**config.mk**
```make
export PLATFORM = sky130hd
export DESIGN_NAME = shadow_ram_chipset_regs
export DESIGN_NICKNAME = d
export VERILOG_FILES = /design/src/hw/rtl/srcr_pkg.sv /design/src/hw/rtl/srcr_regs.sv /design/src/hw/rtl/srcr_decode.sv /design/src/hw/rtl/shadow_ram_chipset_regs.sv
export SDC_FILE = /design/constraint.sdc
export NUM_CORES = 1
export LEC_CHECK = 0
export BUFFER_PORTS_ARGS = -buffer_cell sky130_fd_sc_hd__buf_2
export CAP_MARGIN = 15
export CORE_MARGIN = 1.5
export CORE_UTILIZATION = 45
export DETAILED_ROUTE_END_ITERATION = 7
export PLACE_DENSITY = 0.63
export SYNTH_ARGS = -nofsm -noshare
export SYNTH_HDL_FRONTEND = slang
export SYNTH_SLANG_ARGS = --single-unit
```
**constraint.sdc**
```tcl
create_clock -name i_clk -period 4.39 [get_ports i_clk]
set_clock_uncertainty 0.1 [all_clocks]
set_input_delay 0.439 -clock i_clk [delete_from_list [all_inputs] [get_ports i_clk]]
set_output_delay 0.439 -clock i_clk [all_outputs]
set_load 0.02 [all_outputs]
```
**src/hw/rtl/srcr_pkg.sv**
```systemverilog
`default_nettype none
// ============================================================================
// srcr_pkg
// Shared types, codes and constants of the chipset index/data register block
// with shadow-RAM and remap window decode.
// ============================================================================
package srcr_pkg;

    localparam int unsigned NumRegs = 12;
    localparam int unsigned RegIdxW = 4;

    localparam logic [7:0] IndexBaseReset = 8'h70;
    localparam logic [7:0] IndexAfterData = 8'hFF;
    localparam logic [7:0] ReadMiss       = 8'hFF;

    localparam logic [7:0] RegDefaults [NumRegs] = '{
        8'h1F, 8'h8F, 8'hF0, 8'h00, 8'h00, 8'h00,
        8'h00, 8'h70, 8'h00, 8'h70, 8'h00, 8'h00
    };

    // register numbers read at fixed places
    localparam logic [RegIdxW-1:0] RegKeep   = 4'd0;
    localparam logic [RegIdxW-1:0] RegRom    = 4'd2;
    localparam logic [RegIdxW-1:0] RegSegHi  = 4'd3;
    localparam logic [RegIdxW-1:0] RegSegLo  = 4'd4;
    localparam logic [RegIdxW-1:0] RegRemap  = 4'd5;
    localparam logic [RegIdxW-1:0] RegMisc   = 4'd6;

    // opcodes
    localparam logic [1:0] OpIoWrite  = 2'd0;
    localparam logic [1:0] OpIoRead   = 2'd1;
    localparam logic [1:0] OpMemQuery = 2'd2;

    // io ports
    localparam logic PortIndex = 1'b0;
    localparam logic PortData  = 1'b1;

    // read source codes
    localparam logic [1:0] RsInternal = 2'd0;
    localparam logic [1:0] RsExtBus   = 2'd1;
    localparam logic [1:0] RsExtAny   = 2'd2;

    // write target codes
    localparam logic [1:0] WtDisabled = 2'd0;
    localparam logic [1:0] WtInternal = 2'd1;
    localparam logic [1:0] WtExtAny   = 2'd2;

    // claim kinds
    localparam logic [1:0] CkNone   = 2'd0;
    localparam logic [1:0] CkShadow = 2'd1;
    localparam logic [1:0] CkRemap  = 2'd2;

    localparam int unsigned AddrW = 26;

    // C0000-FFFFF is address bits 25:18 equal to 3
    localparam logic [7:0]       ShadowAreaHi = 8'd3;
    localparam logic [1:0]       BiosSeg64k   = 2'b11;
    localparam logic [2:0]       Win0Slot     = 3'd0;
    localparam logic [2:0]       Win1Slot     = 3'd1;
    localparam logic [AddrW-1:0] Win0Target   = 26'h00A0000;
    localparam logic [AddrW-1:0] Win1Target   = 26'h00D0000;

    typedef struct packed {
        logic [1:0]       opcode;
        logic             io_port;
        logic [7:0]       write_data;
        logic [AddrW-1:0] mem_address;
    } t_in_item;

    typedef struct packed {
        logic [7:0]       read_data;
        logic [1:0]       read_source;
        logic [1:0]       write_target;
        logic [1:0]       claim_kind;
        logic [AddrW-1:0] mapped_address;
        logic [3:0]       isa_clock_divider;
        logic             reset_on_halt;
    } t_out_item;

    // register file view handed to the decoder
    typedef struct packed {
        logic [7:0] read_data;
        logic [7:0] reg2;
        logic [7:0] reg3;
        logic [7:0] reg4;
        logic [7:0] reg5;
        logic [7:0] reg6_next;
    } t_reg_view;

    function automatic logic [3:0] isa_div(input logic [1:0] sel);
        logic [3:0] d;
        case (sel)
            2'd0: d = 4'd8;
            2'd1: d = 4'd6;
            2'd2: d = 4'd5;
            default: d = 4'd4;
        endcase
        return d;
    endfunction

endpackage
`default_nettype wire

```
**src/hw/rtl/srcr_regs.sv**
```systemverilog
`default_nettype none
// ============================================================================
// srcr_regs
// Index register, index base and the twelve chip registers; performs the
// io part of a transaction and exposes the register view for decode.
// ============================================================================
module srcr_regs (
    input  wire logic              i_clk,
    input  wire logic              i_rst_n,
    input  wire logic              i_cfg_we,
    input  wire logic [7:0]        i_cfg_wdata,
    input  wire logic              i_step,
    input  wire srcr_pkg::t_in_item i_item,
    output srcr_pkg::t_reg_view    o_view
);

    logic [7:0] r_base;
    logic [7:0] r_index;
    logic [7:0] n_index;
    logic [7:0] r_regs [srcr_pkg::NumRegs];
    logic [7:0] n_regs [srcr_pkg::NumRegs];

    logic [7:0]                     offset;
    logic                           in_range;
    logic [srcr_pkg::RegIdxW-1:0]   idx;
    logic                           data_read;

    assign offset    = r_index - r_base;
    assign in_range  = ({24'd0, offset} < srcr_pkg::NumRegs);
    assign idx       = offset[srcr_pkg::RegIdxW-1:0];
    assign data_read = (i_item.opcode == srcr_pkg::OpIoRead) &&
                       (i_item.io_port == srcr_pkg::PortData);

    always_comb begin
        n_regs  = r_regs;
        n_index = r_index;
        case (i_item.opcode)
            srcr_pkg::OpIoWrite: begin
                if (i_item.io_port == srcr_pkg::PortIndex) begin
                    n_index = i_item.write_data;
                end else begin
                    if (in_range) begin
                        if (idx == srcr_pkg::RegKeep) begin
                            n_regs[idx] = {r_regs[idx][7:6], i_item.write_data[5:0]};
                        end else begin
                            n_regs[idx] = i_item.write_data;
                        end
                    end
                    n_index = srcr_pkg::IndexAfterData;
                end
            end
            srcr_pkg::OpIoRead: begin
                if (i_item.io_port == srcr_pkg::PortData) begin
                    n_index = srcr_pkg::IndexAfterData;
                end
            end
            default: begin
            end
        endcase
    end

    always_comb begin
        o_view.read_data = (data_read && in_range) ? r_regs[idx] : srcr_pkg::ReadMiss;
        o_view.reg2      = r_regs[srcr_pkg::RegRom];
        o_view.reg3      = r_regs[srcr_pkg::RegSegHi];
        o_view.reg4      = r_regs[srcr_pkg::RegSegLo];
        o_view.reg5      = r_regs[srcr_pkg::RegRemap];
        o_view.reg6_next = n_regs[srcr_pkg::RegMisc];
    end

    always_ff @(posedge i_clk) begin
        if (!i_rst_n) begin
            r_base  <= srcr_pkg::IndexBaseReset;
            r_index <= 8'd0;
            r_regs  <= srcr_pkg::RegDefaults;
        end else begin
            if (i_cfg_we) begin
                r_base <= i_cfg_wdata;
            end
            if (i_step) begin
                r_index <= n_index;
                r_regs  <= n_regs;
            end
        end
    end

endmodule
`default_nettype wire

```
**src/hw/rtl/srcr_decode.sv**
```systemverilog
`default_nettype none
// ============================================================================
// srcr_decode
// Shadow segment, BIOS area and remap window decode; assembles the result.
// ============================================================================
module srcr_decode (
    input  wire srcr_pkg::t_in_item  i_item,
    input  wire srcr_pkg::t_reg_view i_view,
    output srcr_pkg::t_out_item      o_result
);

    logic [srcr_pkg::AddrW-1:0] addr;
    logic [3:0] seg;
    logic [1:0] grp;
    logic       in_area;
    logic       bios;
    logic       seg_en;
    logic       seg_rom;
    logic       seg_mode;
    logic       copy;
    logic [1:0] ext;
    logic       high_shadow;
    logic [5:0] remap_mb;
    logic       remap_hit;
    logic       win0;
    logic       win1;
    logic [srcr_pkg::AddrW-1:0] offset;

    assign addr     = i_item.mem_address;
    assign seg      = addr[17:14];
    assign grp      = seg[3:2];
    assign in_area  = (addr[25:18] == srcr_pkg::ShadowAreaHi);
    assign bios     = in_area && (addr[17:16] == srcr_pkg::BiosSeg64k);
    assign seg_en   = (grp == 2'd0) ? i_view.reg4[{1'b1, seg[1:0]}]
                                    : i_view.reg3[seg[2:0] - 3'd4];
    assign seg_rom  = i_view.reg2[{1'b1, grp}];
    assign seg_mode = i_view.reg2[{1'b0, grp}];
    assign copy     = i_view.reg2[3];
    assign ext      = seg[3] ? srcr_pkg::RsExtAny : srcr_pkg::RsExtBus;

    assign high_shadow = copy
                       || ((|i_view.reg3[3:0]) && i_view.reg2[5])
                       || ((|i_view.reg3[7:4]) && i_view.reg2[6]);

    assign remap_mb  = i_view.reg5[5:0];
    assign remap_hit = (remap_mb != 6'd0) && (addr[25:20] == remap_mb);
    assign win0      = remap_hit && (addr[19:17] == srcr_pkg::Win0Slot);
    assign win1      = remap_hit && (addr[19:17] == srcr_pkg::Win1Slot) && !high_shadow;
    assign offset    = {9'd0, addr[16:0]};

    always_comb begin
        o_result.read_data         = i_view.read_data;
        o_result.read_source       = srcr_pkg::RsInternal;
        o_result.write_target      = srcr_pkg::WtDisabled;
        o_result.claim_kind        = srcr_pkg::CkNone;
        o_result.mapped_address    = addr;
        o_result.isa_clock_divider = srcr_pkg::isa_div(i_view.reg6_next[1:0]);
        o_result.reset_on_halt     = i_view.reg6_next[6];

        if (i_item.opcode == srcr_pkg::OpMemQuery) begin
            if (bios) begin
                o_result.claim_kind = srcr_pkg::CkShadow;
                if (i_view.reg2[7]) begin
                    o_result.read_source  = srcr_pkg::RsExtAny;
                    o_result.write_target = i_view.reg4[1] ? srcr_pkg::WtExtAny
                                                           : srcr_pkg::WtInternal;
                end
            end else if (in_area) begin
                o_result.claim_kind = srcr_pkg::CkShadow;
                if (copy) begin
                    o_result.read_source  = ext;
                    o_result.write_target = srcr_pkg::WtInternal;
                end else if (seg_en && seg_rom) begin
                    o_result.read_source  = srcr_pkg::RsInternal;
                    o_result.write_target = seg_mode ? srcr_pkg::WtDisabled
                                                     : srcr_pkg::WtInternal;
                end else begin
                    o_result.read_source  = ext;
                    o_result.write_target = srcr_pkg::WtDisabled;
                end
            end else if (win0) begin
                o_result.claim_kind     = srcr_pkg::CkRemap;
                o_result.read_source    = srcr_pkg::RsInternal;
                o_result.write_target   = srcr_pkg::WtInternal;
                o_result.mapped_address = srcr_pkg::Win0Target + offset;
            end else if (win1) begin
                o_result.claim_kind     = srcr_pkg::CkRemap;
                o_result.read_source    = srcr_pkg::RsInternal;
                o_result.write_target   = srcr_pkg::WtInternal;
                o_result.mapped_address = srcr_pkg::Win1Target + offset;
            end
        end
    end

endmodule
`default_nettype wire

```
**src/hw/rtl/shadow_ram_chipset_regs.sv**
```systemverilog
`default_nettype none
// ============================================================================
// shadow_ram_chipset_regs
// Chipset index/data register block with shadow-RAM and remap decode.
//
//   channel  direction  handshake              payload
//   in       input      i_in_valid/o_in_stall  i_in_item  (t_in_item)
//   out      output     o_out_valid/i_out_stall o_out_item (t_out_item)
//   cfg      input      i_cfg_we               i_cfg_wdata (index base)
//
// One transaction per cycle while the output is not stalled. A transaction is
// captured in the input register and its result is registered in the output
// register when it advances, set by the single register-access/decode pass between them.
// Reset restores the index base, the index and the chip register defaults.
// A stalled output holds; the input register still drains into the output
// register whenever that one is empty or being taken.
// ============================================================================
module shadow_ram_chipset_regs (
    input  wire logic                i_clk,
    input  wire logic                i_rst_n,
    input  wire logic                i_in_valid,
    output logic                     o_in_stall,
    input  wire srcr_pkg::t_in_item  i_in_item,
    output logic                     o_out_valid,
    input  wire logic                i_out_stall,
    output srcr_pkg::t_out_item      o_out_item,
    input  wire logic                i_cfg_we,
    input  wire logic [7:0]          i_cfg_wdata
);

    logic                 r_s1_valid;
    srcr_pkg::t_in_item   r_s1_item;
    logic                 r_out_valid;
    srcr_pkg::t_out_item  r_out_item;

    logic                 advance;
    logic                 accept_in;
    srcr_pkg::t_reg_view  view;
    srcr_pkg::t_out_item  n_out_item;

    assign advance     = r_s1_valid && (!r_out_valid || !i_out_stall);
    assign o_in_stall  = r_s1_valid && !advance;
    assign accept_in   = i_in_valid && !o_in_stall;
    assign o_out_valid = r_out_valid;
    assign o_out_item  = r_out_item;

    srcr_regs u_regs (
        .i_clk       (i_clk),
        .i_rst_n     (i_rst_n),
        .i_cfg_we    (i_cfg_we),
        .i_cfg_wdata (i_cfg_wdata),
        .i_step      (advance),
        .i_item      (r_s1_item),
        .o_view      (view)
    );

    srcr_decode u_decode (
        .i_item   (r_s1_item),
        .i_view   (view),
        .o_result (n_out_item)
    );

    always_ff @(posedge i_clk) begin
        if (!i_rst_n) begin
            r_s1_valid  <= 1'b0;
            r_out_valid <= 1'b0;
        end else begin
            if (accept_in) begin
                r_s1_valid <= 1'b1;
            end else if (advance) begin
                r_s1_valid <= 1'b0;
            end
            if (advance) begin
                r_out_valid <= 1'b1;
            end else if (!i_out_stall) begin
                r_out_valid <= 1'b0;
            end
        end
    end

    always_ff @(posedge i_clk) begin
        if (accept_in) begin
            r_s1_item <= i_in_item;
        end
        if (advance) begin
            r_out_item <= n_out_item;
        end
    end

    a_no_stall_when_empty: assert property (@(posedge i_clk) disable iff (!i_rst_n)
        !r_out_valid |-> !o_in_stall)
        else $error("input stalled with empty output register");

    a_divider_legal: assert property (@(posedge i_clk) disable iff (!i_rst_n)
        o_out_valid |-> (o_out_item.isa_clock_divider == 4'd8 ||
                         o_out_item.isa_clock_divider == 4'd6 ||
                         o_out_item.isa_clock_divider == 4'd5 ||
                         o_out_item.isa_clock_divider == 4'd4))
        else $error("illegal bus clock divider");

    a_unclaimed_quiet: assert property (@(posedge i_clk) disable iff (!i_rst_n)
        (o_out_valid && o_out_item.claim_kind == srcr_pkg::CkNone) |->
        (o_out_item.read_source == srcr_pkg::RsInternal &&
         o_out_item.write_target == srcr_pkg::WtDisabled))
        else $error("unclaimed address carries a source or target");

    a_remap_internal: assert property (@(posedge i_clk) disable iff (!i_rst_n)
        (o_out_valid && o_out_item.claim_kind == srcr_pkg::CkRemap) |->
        (o_out_item.read_source == srcr_pkg::RsInternal &&
         o_out_item.write_target == srcr_pkg::WtInternal))
        else $error("remap window not internal RAM");

    a_advance_fills_output: assert property (@(posedge i_clk) disable iff (!i_rst_n)
        advance |=> r_out_valid)
        else $error("advanced transaction lost");

endmodule
`default_nettype wire

```
==> results of run 1 <==
[placed cells by master (no fill, tap or decap), types with 3 or more instances in the layout]
| cell type | count |
|---|---|
| or4_1 | 5 |
| nand2_1 | 95 |
| buf_2 | 96 |
| mux2_2 | 7 |
| dfxtp_1 | 114 |
| nand3_1 | 10 |
| nand4_1 | 10 |
| nor2_1 | 43 |
| inv_1 | 11 |
| nor4_1 | 3 |
| mux2i_1 | 104 |
| a21oi_1 | 8 |
| ha_1 | 11 |
| nor3b_1 | 3 |
| nor3_1 | 13 |
| inv_8 | 3 |
| o211ai_1 | 13 |
| nand4_2 | 3 |
| nand2b_1 | 6 |
| edfxtp_1 | 82 |
| and3_1 | 4 |
| clkinv_2 | 3 |
| xor2_1 | 3 |
| nand3_2 | 4 |
| clkbuf_16 | 17 |
| xnor2_1 | 5 |
| nor2b_1 | 7 |
| o221a_2 | 8 |
| mux4_2 | 28 |
| o31a_1 | 5 |
| o21ai_0 | 5 |
| and2_1 | 7 |
| clkinv_4 | 5 |
| buf_4 | 14 |
[stage by stage]
| step | hold WS, ns | utilization, % | instance area (µm²) | total power (W) | worst slack, ns |
|---|---|---|---|---|---|
| detailed placement | 0.305 | 50.0 | 9330 | 0.00243 | 0.853 |
| global route | 0.0595 | 53.1 | 9900 | 0.00405 | 0.663 |
| finish | 0.0727 | 53.1 | 9900 | 0.00390 | 0.832 |
| CTS | 0.0584 | 53.1 | 9900 | 0.00393 | 0.823 |
| floorplan | 0.300 | - | 8550 | 0.00230 | 1.02 |
| global placement | 0.301 | 50.0 | 9330 | 0.00242 | 0.969 |
[cell families (layout without fill, tap and decap cells)]
logic type	Yosys count	after routing	synth area share [%]
muxes	139	139	20.5
xor gates and xnor gates	11	11	1.22
buffers and inverters	44	155	1.99
and+or+nand+nor	224	224	13.1
AOI/OAI and AO/OA	63	63	5.90
adders and majority gates	12	12	1.84
DFF	196	196	55.5
[where the power goes]
| group | total, W | internal, W | switching [W] |
|---|---|---|---|
| registers | 0.00198 | 0.00195 | 0.0000302 |
| clock network | 0.00152 | 0.000798 | 0.000721 |
| logic | 0.000407 | 0.000154 | 0.000253 |
[flip-flops by register name, summed over array words and instances (netlist names)]
register        cells
u_regs.r_index      8
u_regs.o_view      32
o_out_valid         1
r_s1_item          37
o_out_item         45
r_s1_valid          1
u_regs.r_regs      64
u_regs.r_base       8
[cell type report]
type | count | area (µm²) | area share [%]
clock buffers | 17 | 425 | 4.30
clock inverters | 15 | 148 | 1.49
repair buffers | 110 | 586 | 5.92
flip-flops and latches | 196 | 4740 | 47.9
inverters | 13 | 48.8 | 0.493
well taps | 234 | 293 | 2.96
multi-input cells | 449 | 3650 | 36.9
[layer usage]
layer  track usage (%)  part of all wire, %
met5                 0                    0
met4              8.17                  2.6
met3              4.38                  5.7
met2              34.2                   47
met1              28.4                   44
[worst min-delay path by stage]
stage,endpoint,slack (ns),cells past startpoint
after floorplan,o_out_item[10],0.30,0
after global placement,o_out_item[9],0.30,0
after detailed placement,o_out_item[15],0.30,0
after CTS,r_s1_item[31],0.06,1
after global routing,r_s1_item[31],0.06,1
final,r_s1_item[31],0.07,1
==> reports/results.ini, run 1 <==
[status]
status = finished, final reports clean

[clock_network]
clock_latency_ns = 0.44
cts_buffer_depth = 2
cts_setup_buffers = 0
cts_hold_buf = 0
htreeDepth = 4
cts_resized = 0
path_clk_slew_ns = 0.07
numCtsBuffers = 17
cts_root_buf = clkbuf_16
clock_sinks = 196
cts_tree = built

[global_route]
grtUsageTotal_pct = 21.3
grt-ovfl-total = 0
antenna_found_initial = 0
grt_pass1_vias = 5830
grt_max_degree = 99
grt_pass1_wl_um = 32200

[worst_setup_path]
end_kind = flop
crit_cells = 11
cp_max_fo = 5
reg2reg_to = o_out_item[3]
cp_slowest_cell = fa_1
worst-setup-path-type = flop to flop
crit_family = adder cells
cp.arrival_ns = 3.65
timing.rr.start = u_regs.r_index[0]
slowest_delay_ns = 0.45
cp-startpoint = u_regs.r_index[0]
critical_path.cell_chain = inv_1 > ha_1 > fa_1 > or2b_1 > a21oi_1 > o211ai_1 > a21o_4 > nor3_2 > mux2_2 > ha_1 > or2_2
cp.buffers_inverters = 1
rr_worst_depth = 11
reg2reg_setup_slack_ns = 0.83
crit_required_ns = 4.48
crit_end = o_out_item[3]
start_kind = flop
crit_top_cell = ha_1

[timing]
min_period_over_period_pct = 81.0
setup_tns_ns = 0
rsz0062_at_grt = false
relSlewSlack_pct = 27.8
tightest_slew_ns = 1.08
finalSetupViolCount = 0
fin_crit_ns = 3.56
final_hold_viol_count = 0
slew_viol_final = 0
fmax_mhz = 281

[route]
drt-vias-per-instance = 5.63
firstDrtPassIters = 4
vias = 5819
wl_um = 19900
drc_errors = 0
drtIter0Drc = 400
antenna_left = 0
wl_per_cell_um = 19.3

[floorplan]
core_area_um2 = 18600
dieArea_um2 = 19800
ioPinCount = 97
die_w_um = 141
die_y_um = 141
start_util_pct = 45.8
core.rowCount = 50

[worst_hold_path]
hold_path_class = primary input to flop
worstHoldStart = i_in_item[31]

[yosys]
synth_edf_count = 82
ys_top_cells_by_count = dfxtp_1, mux2i_1, nand2_1, edfxtp_1, nor2_1
synth_top_area_share_pct = 28.8
synthDistinctLibCells = 62
yosys-top-cells-area = edfxtp_1, dfxtp_1, mux2i_1
synth_nets = 751
yosys.area.top_type = edfxtp_1
syn_inst = 689
synthArstFlopShare_pct = 0
yosysSeqAreaShare_pct = 55.5
avgSynthCellArea_um2 = 12.4
ys_ff_latch = 196
ys_warn_count = 0
synth_top_flop_cell = dfxtp_1
syn_area_um2 = 8550
yosysMostFrequentCell = dfxtp_1

[cells_and_area]
diodes = 0
layout.nets = 849
fillCellCount = 1593
drive_above_1_share_pct = 26.0
area_growth_pct = 15.8
stdcell_count = 1034

[placement]
gp_congestion = 0.829
place_inst = 1002
dp_hpwl_um = 14000
place.port_buffers = 96

[job]
drv_cap = 0

[power_and_ir_drop]
power_leakage_nw = 4.12
ir_drop_uv = 234
power_density_nw_per_um2 = 394

(Power assumes the default switching activity.)
==> inputs of run 2 (changes only) <==
- clock period: 4.39 -> 3.3 ns (I/O delays scaled with it)
==> run 2 against run 1 <==
Critical path depth stayed put. Highest routed layer unchanged. Global-route usage is 0.11 points lower. Flip-flop and latch count stayed put. First-iteration DRC count is 0.75% lower. Sequential power is 33% higher.
==> reports/results.ini, run 2 (same netlist as run 1, synthesis figures left out) <==
[job]
drv_cap = 0

[route]
vias = 6021
firstDrtPassIters = 5
wl_per_cell_um = 19.0
antenna_left = 0
wl_met1_um = 9490
top_layer = met4
wl_met3_um = 855
wl_um = 20700
drt-vias-per-instance = 5.53
drc_errors = 0
wl_met2_um = 9940
drtIter0Drc = 397

[worst_hold_path]
worstHoldStart = i_cfg_wdata[4]
holdPathStages = 3
hold_path_class = primary input to flop

[global_route]
grtUsageTotal_pct = 21.1
grt_pass1_vias = 5996
grt_pass1_wl_um = 32100
grt_max_degree = 67
antenna_found_initial = 0
grt-ovfl-total = 0

[clock_network]
cts_buffer_depth = 2
cts_root_buf = clkbuf_16
htreeDepth = 4
clock_latency_ns = 0.43
numCtsBuffers = 17
path_clk_slew_ns = 0.07
cts_tree = built
clock_sinks = 196

[power_and_ir_drop]
swShare_pct = 24.4
ir_drop_uv = 296
power_frac_comb_pct = 11.3
p_seq_share_pct = 49.0
p_int_w = 0.00405
p_switching_w = 0.00131
power_density_nw_per_um2 = 512
power_leakage_nw = 4.38
p_clk_share_pct = 39.6

[worst_setup_path]
crit_family = simple AND/OR/NAND/NOR gates
crit_required_ns = 3.39
cp.buffers_inverters = 1
cp-startpoint = u_regs.r_index[0]
end_kind = flop
cp.arrival_ns = 3.28
worst-setup-path-type = flop to flop
slowest_delay_ns = 0.37
start_kind = flop
cp_max_fo = 4
crit_cells = 11
cp_slowest_cell = mux2_4
rr_worst_depth = 11
critical_path.cell_chain = inv_1 > ha_2 > fa_2 > or2b_1 > a21oi_2 > o211ai_1 > a21o_4 > nor3_4 > mux2_4 > ha_4 > or2_2
timing.rr.start = u_regs.r_index[0]

[timing]
final_hold_viol_count = 0
fin_crit_ns = 3.19
slew_viol_final = 0
min_period_over_period_pct = 96.7
relSlewSlack_pct = 26.8
finalSetupViolCount = 0
tightest_slew_ns = 1.09
fmax_mhz = 313
finalWorstSetupSlack_ns = 0.108

[floorplan]
start_util_pct = 45.8
core_area_um2 = 18600
die_w_um = 141
die_y_um = 141
dieArea_um2 = 19800
ioPinCount = 97
core.rowCount = 50

[cells_and_area]
fillCellCount = 1560
mostFrequentLayoutCells = dfxtp_1, mux2i_1, buf_2
stdcell_area_um2 = 10500
final_common_cell = dfxtp_1
top_register = u_regs.r_regs
largest_reg_flops = 64
seq_area_um2 = 4750
multiInputGateArea_um2 = 3690
area_growth_pct = 22.5
layout.nets = 903
diodes = 0
drive_above_1_share_pct = 26.6
stdcell_count = 1088

[placement]
place_inst = 1016
dp_slack_ns = 0.0248
dp_hpwl_um = 13800
dpl_cell_area_um2 = 9450
gp_congestion = 0.827
place.port_buffers = 96

[status]
status = finished, final reports clean

==> run 2: changes by cell type in the layout (fill, tap and decap cells not counted), moves of 2 or more <==
cell and change:
inv_8 -2, mux2_4 +2, ha_1 -2, buf_4 +16
dlygate4sd3_1 +37, bufinv_16 +2, mux2_2 -2, clkinv_4 -5
clkbuf_1 +2
==> run 2: tightest hold or removal path, cell delays in order <==
cell,delay (ns)
buf_2,0.07
nand2_1,0.04
o211ai_1,0.07
==> run 2: power by group through the flow <==
stage          sequential (W)  clock (W)  combinational (W)
2_1_floorplan         0.00269          0           0.000362
3_3_place_gp          0.00268          0           0.000559
3_5_place_dp          0.00268          0           0.000567
4_1_cts               0.00263    0.00215           0.000604
5_1_grt               0.00263    0.00225           0.000650
6_report              0.00263    0.00212           0.000607
==> run 2: layer usage <==
metal  track usage (%)  vias up
met5                 0        -
met4              7.51        0
met3              3.33       31
met2              35.8      173
met1              27.6     2967
li1                  -     2850
==> run 2: path summary, 6_finish.rpt <==
check	slack (ns)	end
worst max-delay path	0.11	o_out_item[3]
worst min-delay path	0.02	u_regs.r_base[4]
worst max register to register	0.11	o_out_item[3]
worst min register to register	0.32	o_out_item[10]
==> run 2: through the flow <==
step / util, % / total power (W) / hold WS (ns) / setup TNS (ns)
global placement: 50.7 / 0.00324 / 0.302 / 0
finish: 56.2 / 0.00536 / 0.0158 / 0
floorplan: - / 0.00306 / 0.300 / 0
global route: 56.2 / 0.00553 / 0.0274 / -0.0126
detailed placement: 50.7 / 0.00325 / 0.305 / 0
CTS: 55.9 / 0.00538 / 0.00775 / 0
==> run 2: layout make-up <==
class / instances / area share, %
sequential: 196 / 45.3
tap: 234 / 2.80
multi-input combinational: 449 / 35.2
clock buffer: 20 / 4.27
inverter: 13 / 0.466
clock inverter: 12 / 1.46
timing repair buffer: 164 / 10.5
==> run 2: what timing repair did <==
| item | 4_1_cts | 5_1_grt |
|---|---|---|
| hold buffers | 37 | 0 |
| endpoints found under the hold margin | 37 | 0 |
| resized for setup | 0 | 7 |
| setup endpoints to repair | 0 | 2 |
| setup buffers | 0 | 3 |
